## config.mk

```make
export PLATFORM = sky130hd
export DESIGN_NAME = extremum_picker_min_spacing
export DESIGN_NICKNAME = d
export VERILOG_FILES = /design/src/sv/emp_pkg.sv /design/src/sv/extremum_picker_min_spacing.sv /design/src/sv/emp_judge.sv /design/src/sv/emp_core.sv /design/src/sv/emp_skid.sv
export SDC_FILE = /design/constraint.sdc
export NUM_CORES = 1
export LEC_CHECK = 0
export BUFFER_PORTS_ARGS = -buffer_cell sky130_fd_sc_hd__buf_2
export CORE_ASPECT_RATIO = 1.5
export CORE_MARGIN = 4
export CORE_UTILIZATION = 56
export CTS_CLUSTER_SIZE = 24
export DETAILED_ROUTE_END_ITERATION = 6
export GPL_TIMING_DRIVEN = 1
export PLACE_DENSITY = 0.77
export SYNTH_ARGS = -nofsm -noshare
export SYNTH_HDL_FRONTEND = slang
export SYNTH_HIERARCHICAL = 1
export SYNTH_SLANG_ARGS = --single-unit
```

## constraint.sdc

```tcl
create_clock -name i_clk -period 6.8 [get_ports i_clk]
set_input_delay 0.34 -clock i_clk [delete_from_list [all_inputs] [get_ports i_clk]]
set_output_delay 0.34 -clock i_clk [all_outputs]
set_load 0.03 [all_outputs]
```

## src/sv/emp_pkg.sv

```systemverilog
// Shared package for the extremum picker with minimum spacing.
// Holds parameter defaults, register indexes and control structs.
// No dependencies.
`timescale 1ns / 1ps

package emp_pkg;

    // Defaults for the top-level parameters.
    localparam int MIN_SPACE_DEF   = 9;
    localparam int SAMPLE_BITS_DEF = 16;
    localparam int INDEX_BITS_DEF  = 16;

    // Configuration port geometry.
    localparam int CFG_IDX_W  = 2;
    localparam int CFG_DATA_W = 16;
    localparam int CUTOFF_W   = 16;
    localparam int LENGTH_W   = 16;

    // Configuration register indexes.
    typedef enum logic [CFG_IDX_W-1:0] {
        CFG_CUTOFF  = 2'd0,
        CFG_VALLEYS = 2'd1,
        CFG_LENGTH  = 2'd2
    } t_cfg_idx;

    // Decision for one accepted sample.
    typedef struct packed {
        logic last;   // sample ends the list
        logic emit;   // held extremum is sent out (not at list end)
        logic take;   // candidate becomes (or replaces) the held extremum
    } t_step;

    // Flags that travel with one result word.
    typedef struct packed {
        logic found;  // index and value are meaningful
        logic eol;    // result given at the list's last sample
    } t_res_ctl;

endpackage

```

## src/sv/extremum_picker_min_spacing.sv

```systemverilog
// Top level of the extremum picker with minimum spacing.
// Depends on emp_pkg, emp_core (with emp_judge) and emp_skid.
//
//   Channel   Direction  Handshake                Payload
//   s_*       in         i_s_tvalid / o_s_tready  tdata: sample
//   m_*       out        o_m_tvalid / i_m_tready  tdata: peak_index, peak_value;
//                                                 tuser: peak_found; tlast: end_of_list
//   cfg_*     in         i_cfg_valid/o_cfg_ready  index, data
//
// One sample is accepted per cycle while o_s_tready is high; its result word,
// if any, goes to the output register, or to the skid stage while stalled.
// The judgment compares the new sample, window registers and held extremum.
// Reset (synchronous, active low) clears the window, counter, held extremum
// and registers to their defaults. A stalled output parks one word in the
// skid stage; o_s_tready drops only while that stage is full.
`timescale 1ns / 1ps

module extremum_picker_min_spacing #(
    parameter int MIN_SPACE   = emp_pkg::MIN_SPACE_DEF,
    parameter int SAMPLE_BITS = emp_pkg::SAMPLE_BITS_DEF,
    parameter int INDEX_BITS  = emp_pkg::INDEX_BITS_DEF,
    localparam int IN_TW  = ((SAMPLE_BITS + 7) / 8) * 8,
    localparam int OUT_TW = ((INDEX_BITS + SAMPLE_BITS + 7) / 8) * 8
) (
    input  logic                              i_clk,
    input  logic                              i_rst_n,
    // Input stream
    input  logic                              i_s_tvalid,
    output logic                              o_s_tready,
    input  logic [IN_TW-1:0]                  i_s_tdata,   // [0+] sample
    // Result stream
    output logic                              o_m_tvalid,
    input  logic                              i_m_tready,
    output logic [OUT_TW-1:0]                 o_m_tdata,   // [0+] peak_index, then peak_value
    output logic                              o_m_tuser,   // [0] peak_found
    output logic                              o_m_tlast,   // end_of_list
    // Configuration writes
    input  logic                              i_cfg_valid,
    output logic                              o_cfg_ready,
    input  logic [emp_pkg::CFG_IDX_W-1:0]     i_cfg_index,
    input  logic [emp_pkg::CFG_DATA_W-1:0]    i_cfg_data
);

    localparam int CTL_W = $bits(emp_pkg::t_res_ctl);
    localparam int DW    = CTL_W + SAMPLE_BITS + INDEX_BITS;

    logic signed [emp_pkg::CUTOFF_W-1:0] r_cutoff;
    logic                                r_valleys;
    logic        [emp_pkg::LENGTH_W-1:0] r_length;

    logic                          fire;
    logic                          res_valid;
    logic        [INDEX_BITS-1:0]  res_index;
    logic signed [SAMPLE_BITS-1:0] res_value;
    emp_pkg::t_res_ctl             res_ctl;
    emp_pkg::t_res_ctl             out_ctl;
    logic        [DW-1:0]          buf_in;
    logic        [DW-1:0]          buf_out;
    logic                          buf_ready;

    // Configuration registers; writes are always taken.
    assign o_cfg_ready = 1'b1;

    always_ff @(posedge i_clk) begin
        if (!i_rst_n) begin
            r_cutoff  <= '0;
            r_valleys <= 1'b0;
            r_length  <= '1;
        end else if (i_cfg_valid) begin
            case (emp_pkg::t_cfg_idx'(i_cfg_index))
                emp_pkg::CFG_CUTOFF:  r_cutoff  <= i_cfg_data[emp_pkg::CUTOFF_W-1:0];
                emp_pkg::CFG_VALLEYS: r_valleys <= i_cfg_data[0];
                emp_pkg::CFG_LENGTH:  r_length  <= i_cfg_data[emp_pkg::LENGTH_W-1:0];
                default: ;
            endcase
        end
    end

    // Sample path.
    assign o_s_tready = buf_ready;
    assign fire       = i_s_tvalid && buf_ready;

    emp_core #(
        .MIN_SPACE   (MIN_SPACE),
        .SAMPLE_BITS (SAMPLE_BITS),
        .INDEX_BITS  (INDEX_BITS)
    ) u_core (
        .i_clk       (i_clk),
        .i_rst_n     (i_rst_n),
        .i_fire      (fire),
        .i_sample    (i_s_tdata[SAMPLE_BITS-1:0]),
        .i_cutoff    (r_cutoff),
        .i_valleys   (r_valleys),
        .i_length    (r_length),
        .o_res_valid (res_valid),
        .o_res_index (res_index),
        .o_res_value (res_value),
        .o_res_ctl   (res_ctl)
    );

    // Result word buffer.
    assign buf_in = {res_ctl, res_value, res_index};

    emp_skid #(
        .DW (DW)
    ) u_skid (
        .i_clk   (i_clk),
        .i_rst_n (i_rst_n),
        .i_valid (res_valid),
        .i_data  (buf_in),
        .o_ready (buf_ready),
        .o_valid (o_m_tvalid),
        .o_data  (buf_out),
        .i_ready (i_m_tready)
    );

    // Unpack onto the result stream.
    assign out_ctl   = buf_out[DW-1 -: CTL_W];
    assign o_m_tdata = OUT_TW'(buf_out[SAMPLE_BITS+INDEX_BITS-1:0]);
    assign o_m_tuser = out_ctl.found;
    assign o_m_tlast = out_ctl.eol;

endmodule

```

## src/sv/emp_judge.sv

```systemverilog
// Decision logic for one sample: list end, candidate test, spacing test.
// Depends on emp_pkg.
`timescale 1ns / 1ps

module emp_judge #(
    parameter int MIN_SPACE   = emp_pkg::MIN_SPACE_DEF,
    parameter int SAMPLE_BITS = emp_pkg::SAMPLE_BITS_DEF,
    parameter int INDEX_BITS  = emp_pkg::INDEX_BITS_DEF
) (
    input  logic signed [SAMPLE_BITS-1:0]        i_sample,
    input  logic signed [SAMPLE_BITS-1:0]        i_older,
    input  logic signed [SAMPLE_BITS-1:0]        i_newer,
    input  logic        [INDEX_BITS-1:0]         i_count,
    input  logic                                 i_held_valid,
    input  logic        [INDEX_BITS-1:0]         i_held_index,
    input  logic signed [SAMPLE_BITS-1:0]        i_held_value,
    input  logic signed [emp_pkg::CUTOFF_W-1:0]  i_cutoff,
    input  logic                                 i_valleys,
    input  logic        [emp_pkg::LENGTH_W-1:0]  i_length,
    output emp_pkg::t_step                       o_step
);

    // Length arithmetic is one bit wider than the larger of index and length.
    localparam int LW = ((INDEX_BITS > emp_pkg::LENGTH_W) ? INDEX_BITS
                                                         : emp_pkg::LENGTH_W) + 1;
    localparam int CW = (SAMPLE_BITS > emp_pkg::CUTOFF_W) ? SAMPLE_BITS
                                                         : emp_pkg::CUTOFF_W;
    localparam logic [LW-1:0] CAP   = LW'(1) << INDEX_BITS;
    localparam logic [LW-1:0] SPACE = LW'(MIN_SPACE);

    logic [LW-1:0]        len_raw;
    logic [LW-1:0]        len_eff;
    logic [LW-1:0]        idx_w;
    logic [LW-1:0]        cand_w;
    logic [LW-1:0]        held_w;
    logic [INDEX_BITS-1:0] cand_idx;
    logic signed [CW-1:0] mid_w;
    logic signed [CW-1:0] cut_w;
    logic                 in_range;
    logic                 is_peak;
    logic                 is_valley;
    logic                 is_cand;
    logic                 near;
    logic                 better;

    // Effective list length: zero acts as one, capped at the index range.
    always_comb begin
        len_raw = LW'(i_length);
        if (len_raw == '0) begin
            len_eff = LW'(1);
        end else if (len_raw > CAP) begin
            len_eff = CAP;
        end else begin
            len_eff = len_raw;
        end
    end

    // The frame before the current sample is the one judged.
    assign idx_w    = LW'(i_count);
    assign cand_idx = i_count - INDEX_BITS'(1);
    assign cand_w   = LW'(cand_idx);
    assign held_w   = LW'(i_held_index);
    assign in_range = (i_count != '0) && (cand_w >= SPACE) && ((cand_w + SPACE) < len_eff);

    // Strict local extremum test; the cutoff applies to peaks only.
    assign mid_w     = CW'(i_newer);
    assign cut_w     = CW'(i_cutoff);
    assign is_peak   = (i_newer > i_older) && (i_newer > i_sample) && (mid_w > cut_w);
    assign is_valley = (i_newer < i_older) && (i_newer < i_sample);
    assign is_cand   = in_range && (i_valleys ? is_valley : is_peak);

    // Spacing against the held extremum.
    assign near   = i_held_valid && (cand_w < (held_w + SPACE));
    assign better = i_valleys ? (i_newer < i_held_value) : (i_newer > i_held_value);

    always_comb begin
        o_step.last = (idx_w >= (len_eff - LW'(1)));
        o_step.emit = !o_step.last && is_cand && !near && i_held_valid;
        o_step.take = !o_step.last && is_cand && (!near || better);
    end

endmodule

```

## src/sv/emp_core.sv

```systemverilog
// Window, counter and held-extremum registers; builds at most one result per step.
// Depends on emp_pkg and emp_judge.
`timescale 1ns / 1ps

module emp_core #(
    parameter int MIN_SPACE   = emp_pkg::MIN_SPACE_DEF,
    parameter int SAMPLE_BITS = emp_pkg::SAMPLE_BITS_DEF,
    parameter int INDEX_BITS  = emp_pkg::INDEX_BITS_DEF
) (
    input  logic                                 i_clk,
    input  logic                                 i_rst_n,
    input  logic                                 i_fire,
    input  logic signed [SAMPLE_BITS-1:0]        i_sample,
    input  logic signed [emp_pkg::CUTOFF_W-1:0]  i_cutoff,
    input  logic                                 i_valleys,
    input  logic        [emp_pkg::LENGTH_W-1:0]  i_length,
    output logic                                 o_res_valid,
    output logic        [INDEX_BITS-1:0]         o_res_index,
    output logic signed [SAMPLE_BITS-1:0]        o_res_value,
    output emp_pkg::t_res_ctl                    o_res_ctl
);

    logic signed [SAMPLE_BITS-1:0] r_older;
    logic signed [SAMPLE_BITS-1:0] r_newer;
    logic        [INDEX_BITS-1:0]  r_count;
    logic                          r_held_valid;
    logic        [INDEX_BITS-1:0]  r_held_index;
    logic signed [SAMPLE_BITS-1:0] r_held_value;

    logic        [INDEX_BITS-1:0]  n_count;
    logic                          n_held_valid;
    logic        [INDEX_BITS-1:0]  n_held_index;
    logic signed [SAMPLE_BITS-1:0] n_held_value;

    emp_pkg::t_step step;

    emp_judge #(
        .MIN_SPACE   (MIN_SPACE),
        .SAMPLE_BITS (SAMPLE_BITS),
        .INDEX_BITS  (INDEX_BITS)
    ) u_judge (
        .i_sample     (i_sample),
        .i_older      (r_older),
        .i_newer      (r_newer),
        .i_count      (r_count),
        .i_held_valid (r_held_valid),
        .i_held_index (r_held_index),
        .i_held_value (r_held_value),
        .i_cutoff     (i_cutoff),
        .i_valleys    (i_valleys),
        .i_length     (i_length),
        .o_step       (step)
    );

    // Next state of the counter and the held extremum.
    always_comb begin
        n_count      = r_count + INDEX_BITS'(1);
        n_held_valid = r_held_valid;
        n_held_index = r_held_index;
        n_held_value = r_held_value;
        if (step.last) begin
            n_count      = '0;
            n_held_valid = 1'b0;
            n_held_index = '0;
            n_held_value = '0;
        end else if (step.take) begin
            n_held_valid = 1'b1;
            n_held_index = r_count - INDEX_BITS'(1);
            n_held_value = r_newer;
        end
    end

    // Result word: held extremum on spacing release or at list end.
    always_comb begin
        o_res_valid     = i_fire && (step.last || step.emit);
        o_res_ctl.eol   = step.last;
        o_res_ctl.found = r_held_valid;
        if (r_held_valid) begin
            o_res_index = r_held_index;
            o_res_value = r_held_value;
        end else begin
            o_res_index = '0;
            o_res_value = '0;
        end
    end

    // State registers advance on every accepted sample.
    always_ff @(posedge i_clk) begin
        if (!i_rst_n) begin
            r_older      <= '0;
            r_newer      <= '0;
            r_count      <= '0;
            r_held_valid <= 1'b0;
            r_held_index <= '0;
            r_held_value <= '0;
        end else if (i_fire) begin
            r_older      <= r_newer;
            r_newer      <= i_sample;
            r_count      <= n_count;
            r_held_valid <= n_held_valid;
            r_held_index <= n_held_index;
            r_held_value <= n_held_value;
        end
    end

endmodule

```

## src/sv/emp_skid.sv

```systemverilog
// Output register with a skid stage so the input side keeps flowing.
// Depends on nothing outside this file.
`timescale 1ns / 1ps

module emp_skid #(
    parameter int DW = 34
) (
    input  logic          i_clk,
    input  logic          i_rst_n,
    input  logic          i_valid,
    input  logic [DW-1:0] i_data,
    output logic          o_ready,
    output logic          o_valid,
    output logic [DW-1:0] o_data,
    input  logic          i_ready
);

    logic          r_out_valid;
    logic [DW-1:0] r_out_data;
    logic          r_sk_valid;
    logic [DW-1:0] r_sk_data;

    assign o_ready = !r_sk_valid;
    assign o_valid = r_out_valid;
    assign o_data  = r_out_data;

    // Control: the skid entry drains first; a word parks there while stalled.
    always_ff @(posedge i_clk) begin
        if (!i_rst_n) begin
            r_out_valid <= 1'b0;
            r_sk_valid  <= 1'b0;
        end else if (!r_out_valid || i_ready) begin
            if (r_sk_valid) begin
                r_out_valid <= 1'b1;
                r_sk_valid  <= 1'b0;
            end else begin
                r_out_valid <= i_valid;
            end
        end else if (i_valid && !r_sk_valid) begin
            r_sk_valid <= 1'b1;
        end
    end

    // Payload moves with the control above.
    always_ff @(posedge i_clk) begin
        if (!r_out_valid || i_ready) begin
            if (r_sk_valid) begin
                r_out_data <= r_sk_data;
            end else if (i_valid) begin
                r_out_data <= i_data;
            end
        end else if (i_valid && !r_sk_valid) begin
            r_sk_data <= i_data;
        end
    end

endmodule
```

After elaboration in Yosys (flattened, before gate mapping):

Index checks and enable logic that the tools add are counted.

* register bits after elaboration: 184
* input port bits: 39

* bitwise logic cells: 2
* equal/unequal tests: 2
* add/sub/neg operators: 5
* multiplexer cells: 16
* magnitude comparators: 12
* reductions and logical operators: 33

Operators by type and width (number)
* 2-to-1 mux 16 bit: 7
* 2-to-1 mux 34 bit: 2
* greater-than comparator 16 bit: 4
* less-than comparator 16 bit: 3
* adder 16 x 4 -> 17 bit, second input constant: 2
* 2-to-1 mux 17 bit: 2
* greater-or-equal comparator 16 x 17 -> 1 bit: 1
* greater-than comparator 16 x 17 -> 1 bit, second input constant: 1
* less-than comparator 16 x 17 -> 1 bit: 1
* less-than comparator 17 bit: 1
* subtractor 17 x 1 -> 17 bit, second input constant: 1
* adder 16 x 1 -> 16 bit, second input constant: 1
* greater-or-equal comparator 16 x 4 -> 1 bit, second input constant: 1
* zero test 16 bit: 1
* nonzero test 16 bit: 1
* subtractor 16 x 1 -> 16 bit, second input constant: 1
* logical AND 1 bit: 14
* AND reduction 2 bit: 6
* 2-to-1 mux 1 bit: 5
* zero test 1 bit: 4
* nonzero test 2 bit: 2
* logical OR 1 bit: 3
* == test 2 x 1 -> 1 bit, second input constant: 1
* == test 2 bit, second input constant: 1
* 3 further kinds: 4

Longest topological paths before layout:

* word-level depth: 13
* gate-level depth with buffers: 23
* gate-level depth less buffers: 21

By module:

Netlist, hierarchy kept.

By module, submodules not included
* emp_judge: area each 4087.7 um2, instances 1, seq. area each 0.0 um2, cells each 557
* emp_core: area each 3582.2 um2, instances 1, seq. area each 1621.6 um2, cells each 384
* emp_skid: area each 2683.8 um2, instances 1, seq. area each 2082.0 um2, cells each 115
* extremum_picker_min_spacing: area each 1490.2 um2, instances 1, seq. area each 660.6 um2, cells each 151

Least setup slack after synthesis:

OpenSTA, ideal clock, no wires.

* kind: reg-to-reg
* start: register u_core.r_count[0]
* end: register u_skid.r_sk_data[0] (enable)
* library setup time: 0.475 ns
* arrival time: 6.536 ns
* path slack: -0.211 ns
* clock period less this slack: 7.011 ns
* cell stages (with the launch flop): 20
* buffers on the path: 1
* required time: 6.325 ns
* path through: dfxtp_1 > inv_1 > ha_1 > buf_4 > nor2b_1 > and3b_2 > xnor2_1 > a221o_1 > nor3_1 > and3_1 > xnor2_1 > ha_1 > a211o_1 > a2111oi_0 > a21oi_1 > nor4_1 > nand4_1 > nor3_1 > o21a_1 > nor3b_1

RTL lines
* from (decl): RTL line emp_core.sv:25 `logic [INDEX_BITS-1:0] r_count;`
* from (signal assigned): RTL line emp_core.sv:99 `r_count <= n_count;`
* to (signal assigned): RTL line emp_skid.sv:53 `r_sk_data <= i_data;`
* to (decl): RTL line emp_skid.sv:21 `logic [DW-1:0] r_sk_data;`

==> flow_summary.toml <==
[setup_path]
worstSetupEndpointType = "flop"
critical_path_buf_inv_count = 2
worstSetupPathType = "reg -> reg"
critPathSlowestCell = "sky130_fd_sc_hd__dfxtp_1"
critical-path-top-delay-family = "simple AND/OR/NAND/NOR gates"
reg2reg_depth = 21
cp-endpoint = "u_core/r_held_index[15]$_SDFFE_PN0P_"
cp_cell_sequence = "inv_1, ha_1, nor2b_1, and3b_2, xnor2_1, a221o_1, nor3_1, and3_1, xnor2_1, ha_1, a211o_1, a2111oi_0, a21oi_1, nor4_1, nand4_1, a31oi_1, and3b_1, buf_4, nand2_1, nor4bb_1, a211o_1"
r2r_start = "u_core/r_count[0]$_SDFFE_PN0P_"
crit_arrival_ns = 6.31
timing.critical_path.slowest_cell_delay_ns = 0.55
timing.critical_path.from = "u_core/r_count[0]$_SDFFE_PN0P_"
cp.required_ns = 7.19
reg2reg_slack_ns = 0.88
critPathMaxFanout = 24
timing.rr.end = "u_core/r_held_index[15]$_SDFFE_PN0P_"
timing.critical_path.depth = 21
cp-start-kind = "flop"

[place]
post-dp-hpwl_um = 19300
gp_routability_congestion = 0.931
buffers_on_ports = 74
placed_area_mm2 = 0.0122
total_instance_count_after_detailed_placement = 1496

[logic_synthesis]
ys.warnings.count = 6
netlist_instances = 1207
post-synth-top-area-fraction_pct = 19.6
post_synth_num_cell_types = 75
synth_area_per_cell_um2 = 9.81
synth_ff_type = "sky130_fd_sc_hd__dfxtp_1"
postSynthNetCount = 1364
synth.area.top_cells = "sky130_fd_sc_hd__dfxtp_1, sky130_fd_sc_hd__edfxtp_1, sky130_fd_sc_hd__ha_1"
post_synthesis_cell_area_mm2 = 0.0118
synth_async_sr_flop_share_pct = 0
yosysTopAreaCell = "sky130_fd_sc_hd__dfxtp_1"
synth_edf_count = 68
synth-seq-area-share_pct = 36.8
yosys_register_bits = 184

[cts]
clk_root_buffer_cell = "sky130_fd_sc_hd__clkbuf_16"
number_of_buffers_added_to_fix_hold_violations_after_cts = 0
postCtsSetupRepairBufs = 0
tritoncts.num_buffers = 17
cts_resized = 0
cts_tree = "yes"
clock_slew_at_the_register_clock_pins_of_the_worst_setup_and_hold_paths_ns = 0.07
cts.path.max_buffers = 2
clock_sink_count = 184
cts_max_level = 4
worst_skew_pair.late_latency_ns = 0.45

[routing]
drt.antenna.violating_nets = 0
iter_0_drt_violations = 540
post-route-drc-count = 0
detail_route.first_pass.iterations = 5
wl_met3_um = 971
route.final.wire_length_um = 25800
route.detailed.wl_per_inst_um = 16.9
top_layer = "met4"
drt-vias-per-instance = 5.68
met2RoutedLength_um = 12800
dr_total_vias = 8686
met1Wirelength_um = 11000

[outcome]
outcome = "finished clean"

[hold_path]
min_path_cells = 3
hold_path.class = "in -> reg"

[global_route]
grt_usage_pct = 22.2
grt_antenna_before_repair = 0
vias_in_the_first_global_route = 8647
gr-total-overflow = 0
grt_pass1_wl_um = 42200
largest_net_degree_at_the_start_of_global_routing = 88

[timing]
fin_worst_skew_ns = 0.0109
fin_crit_sh_pct = 87.1
max_clock_freq_mhz = 169
timing.setup.tns_ns = 0
tightestPinTransition_ns = 1.12
slew_viol_final = 0
final-setup-viol-count = 0
rsz_0062_raised_after_global_routing = "false"
final-hold-violation-count = 0
slew_headroom_pct = 25.2
timing.final.crit_period_ns = 5.92

[die]
core.rowCount = 64
initial_utilization_pct = 57.6
floorplan.die_area_mm2 = 0.0236
coreArea_mm2 = 0.0206
fp.dieH_um = 186
io-pin-count = 76
die_width_um = 127

[pwr]
power.ir.vdd_worst_mv = 0.135
p_leak_nw = 5.55
power_density_mw_per_mm2 = 205

[cells_and_area]
final_nets = 1408
areaGrowthSynthToFinish_pct = 7.83
final_area_mm2 = 0.0128
layoutNonFillerInstCount = 1528
diodes = 0
final_layout_size_suffix_gt1_share_pct = 14.6

[flow_run]
drv.max_cap_violation_count = 0
==> flip-flops by register name, summed over array words and instances, names as in the netlist <==
register	flops
u_skid/o_data	34
u_skid/r_sk_data	34
r_cutoff	16
r_length	16
u_core/r_count	16
u_core/r_held_index	16
u_core/r_held_value	16
u_core/r_newer	16
u_core/r_older	16
r_valleys	1
u_core/r_held_valid	1
u_skid/o_valid	1
u_skid/r_sk_valid	1
==> stage by stage <==
stage	power, mW	setup slack [ns]	util, %	hold slack, ns
final	2.62	0.878	62.1	0.154
after floorplan	1.57	0.755	-	0.435
after detailed placement	1.68	0.972	59.3	0.449
after global placement	1.66	1.17	59.3	0.446
after CTS	2.64	0.926	62.1	0.138
after global routing	2.75	0.358	62.1	0.144
==> synth_stat cells (all sizes together) (7+ instances only) <==
| master | n |
|---|---|
| ha | 118 |
| xor2 | 28 |
| edfxtp | 68 |
| and3 | 8 |
| o211ai | 21 |
| clkbuf | 26 |
| nor2b | 63 |
| nor2 | 48 |
| or3 | 8 |
| o21ai | 35 |
| dfxtp | 116 |
| buf | 29 |
| nand4 | 26 |
| a21oi | 47 |
| and2 | 35 |
| nand4b | 16 |
| nand2 | 79 |
| o21a | 7 |
| a22oi | 21 |
| mux2i | 54 |
| nand3 | 31 |
| nor4 | 14 |
| nor3b | 7 |
| xnor2 | 46 |
| inv | 119 |
| mux2 | 34 |
| a21o | 13 |
| nor3 | 25 |
==> layout by cell type, fill, tap and decap left out, types with 6 or more instances in the layout <==
cell type                   synthesis  routed
sky130_fd_sc_hd__inv_1            119     119
sky130_fd_sc_hd__ha_1             118     118
sky130_fd_sc_hd__dfxtp_1          116     115
sky130_fd_sc_hd__nand2_1           77      77
sky130_fd_sc_hd__buf_2              8      74
sky130_fd_sc_hd__edfxtp_1          68      68
sky130_fd_sc_hd__nor2b_1           63      62
sky130_fd_sc_hd__mux2i_1           54      54
sky130_fd_sc_hd__a21oi_1           47      47
sky130_fd_sc_hd__xnor2_1           46      46
sky130_fd_sc_hd__nor2_1            45      45
sky130_fd_sc_hd__and2_1            35      34
sky130_fd_sc_hd__o21ai_0           35      34
sky130_fd_sc_hd__nand3_1           29      29
sky130_fd_sc_hd__mux2_4            28      28
sky130_fd_sc_hd__xor2_1            27      27
sky130_fd_sc_hd__nand4_1           26      26
sky130_fd_sc_hd__nor3_1            24      24
sky130_fd_sc_hd__a22oi_1           21      21
sky130_fd_sc_hd__clkbuf_16          0      17
sky130_fd_sc_hd__nand4b_1          16      16
sky130_fd_sc_hd__a21o_1            13      13
sky130_fd_sc_hd__o211ai_1          11      11
sky130_fd_sc_hd__nor4_1            11      11
sky130_fd_sc_hd__o211ai_2          10      10
sky130_fd_sc_hd__buf_4              7       8
sky130_fd_sc_hd__o21a_1             7       7
sky130_fd_sc_hd__and3_1             7       7
sky130_fd_sc_hd__a31oi_1            6       6
sky130_fd_sc_hd__mux2_2             6       6
==> area by class of cell <==
class	count	area (um2)
repair buffers	82	430
well taps	264	330
flip-flops and latches	184	4370
multi-input cells	847	6630
clock inverters	13	138
fillers	1707	7810
inverters	119	447
clock buffers	19	433
==> tightest hold or removal path: stages <==
cell,delay [ns]
sky130_fd_sc_hd__buf_2,0.11
sky130_fd_sc_hd__nand2_1,0.05
sky130_fd_sc_hd__mux2i_1,0.05
==> metal layers <==
layer	vias to the layer above	track usage (%)
li1	4353	-
met1	4064	26.2
met2	205	38.8
met3	64	4.02
met4	0	10.8
met5	-	0
==> where the power goes <==
part | internal [mW] | switching (mW) | leakage [nW]
Combinational | 0.199 | 0.261 | 3.56
Clock | 0.515 | 0.449 | 0.268
Sequential | 1.16 | 0.0417 | 1.73
Total | 1.87 | 0.752 | 5.55
==> worst min path at each step <==
stage | startpoint | to | slack (ns)
3_3_place_gp | r_cutoff[7]$_SDFFE_PN0P_ | r_cutoff[7]$_SDFFE_PN0P_ | 0.45
4_1_cts | i_cfg_data[2] | r_cutoff[2]$_SDFFE_PN0P_ | 0.14
5_1_grt | i_cfg_data[2] | r_cutoff[2]$_SDFFE_PN0P_ | 0.14
3_5_place_dp | r_cutoff[2]$_SDFFE_PN0P_ | r_cutoff[2]$_SDFFE_PN0P_ | 0.45
2_1_floorplan | r_cutoff[10]$_SDFFE_PN0P_ | r_cutoff[10]$_SDFFE_PN0P_ | 0.43
6_report | i_cfg_data[2] | r_cutoff[2]$_SDFFE_PN0P_ | 0.15
==> kinds of logic (layout without fill, tap and decap cells) <==
| family | Yosys count | in the layout | share of synthesized area [%] |
|---|---|---|---|
| adders and majority gates | 118 | 118 | 12.5 |
| buffers and inverters | 176 | 233 | 7.32 |
| DFF | 184 | 184 | 36.8 |
| muxes | 88 | 88 | 8.68 |
| xor gates and xnor gates | 74 | 74 | 5.54 |
| other | 1 | 1 | 0.0317 |
| AOI/OAI and AO/OA | 182 | 182 | 10.6 |
| and+or+nand+nor | 384 | 384 | 18.5 |
Note: power is estimated with default switching activity, not from simulation.
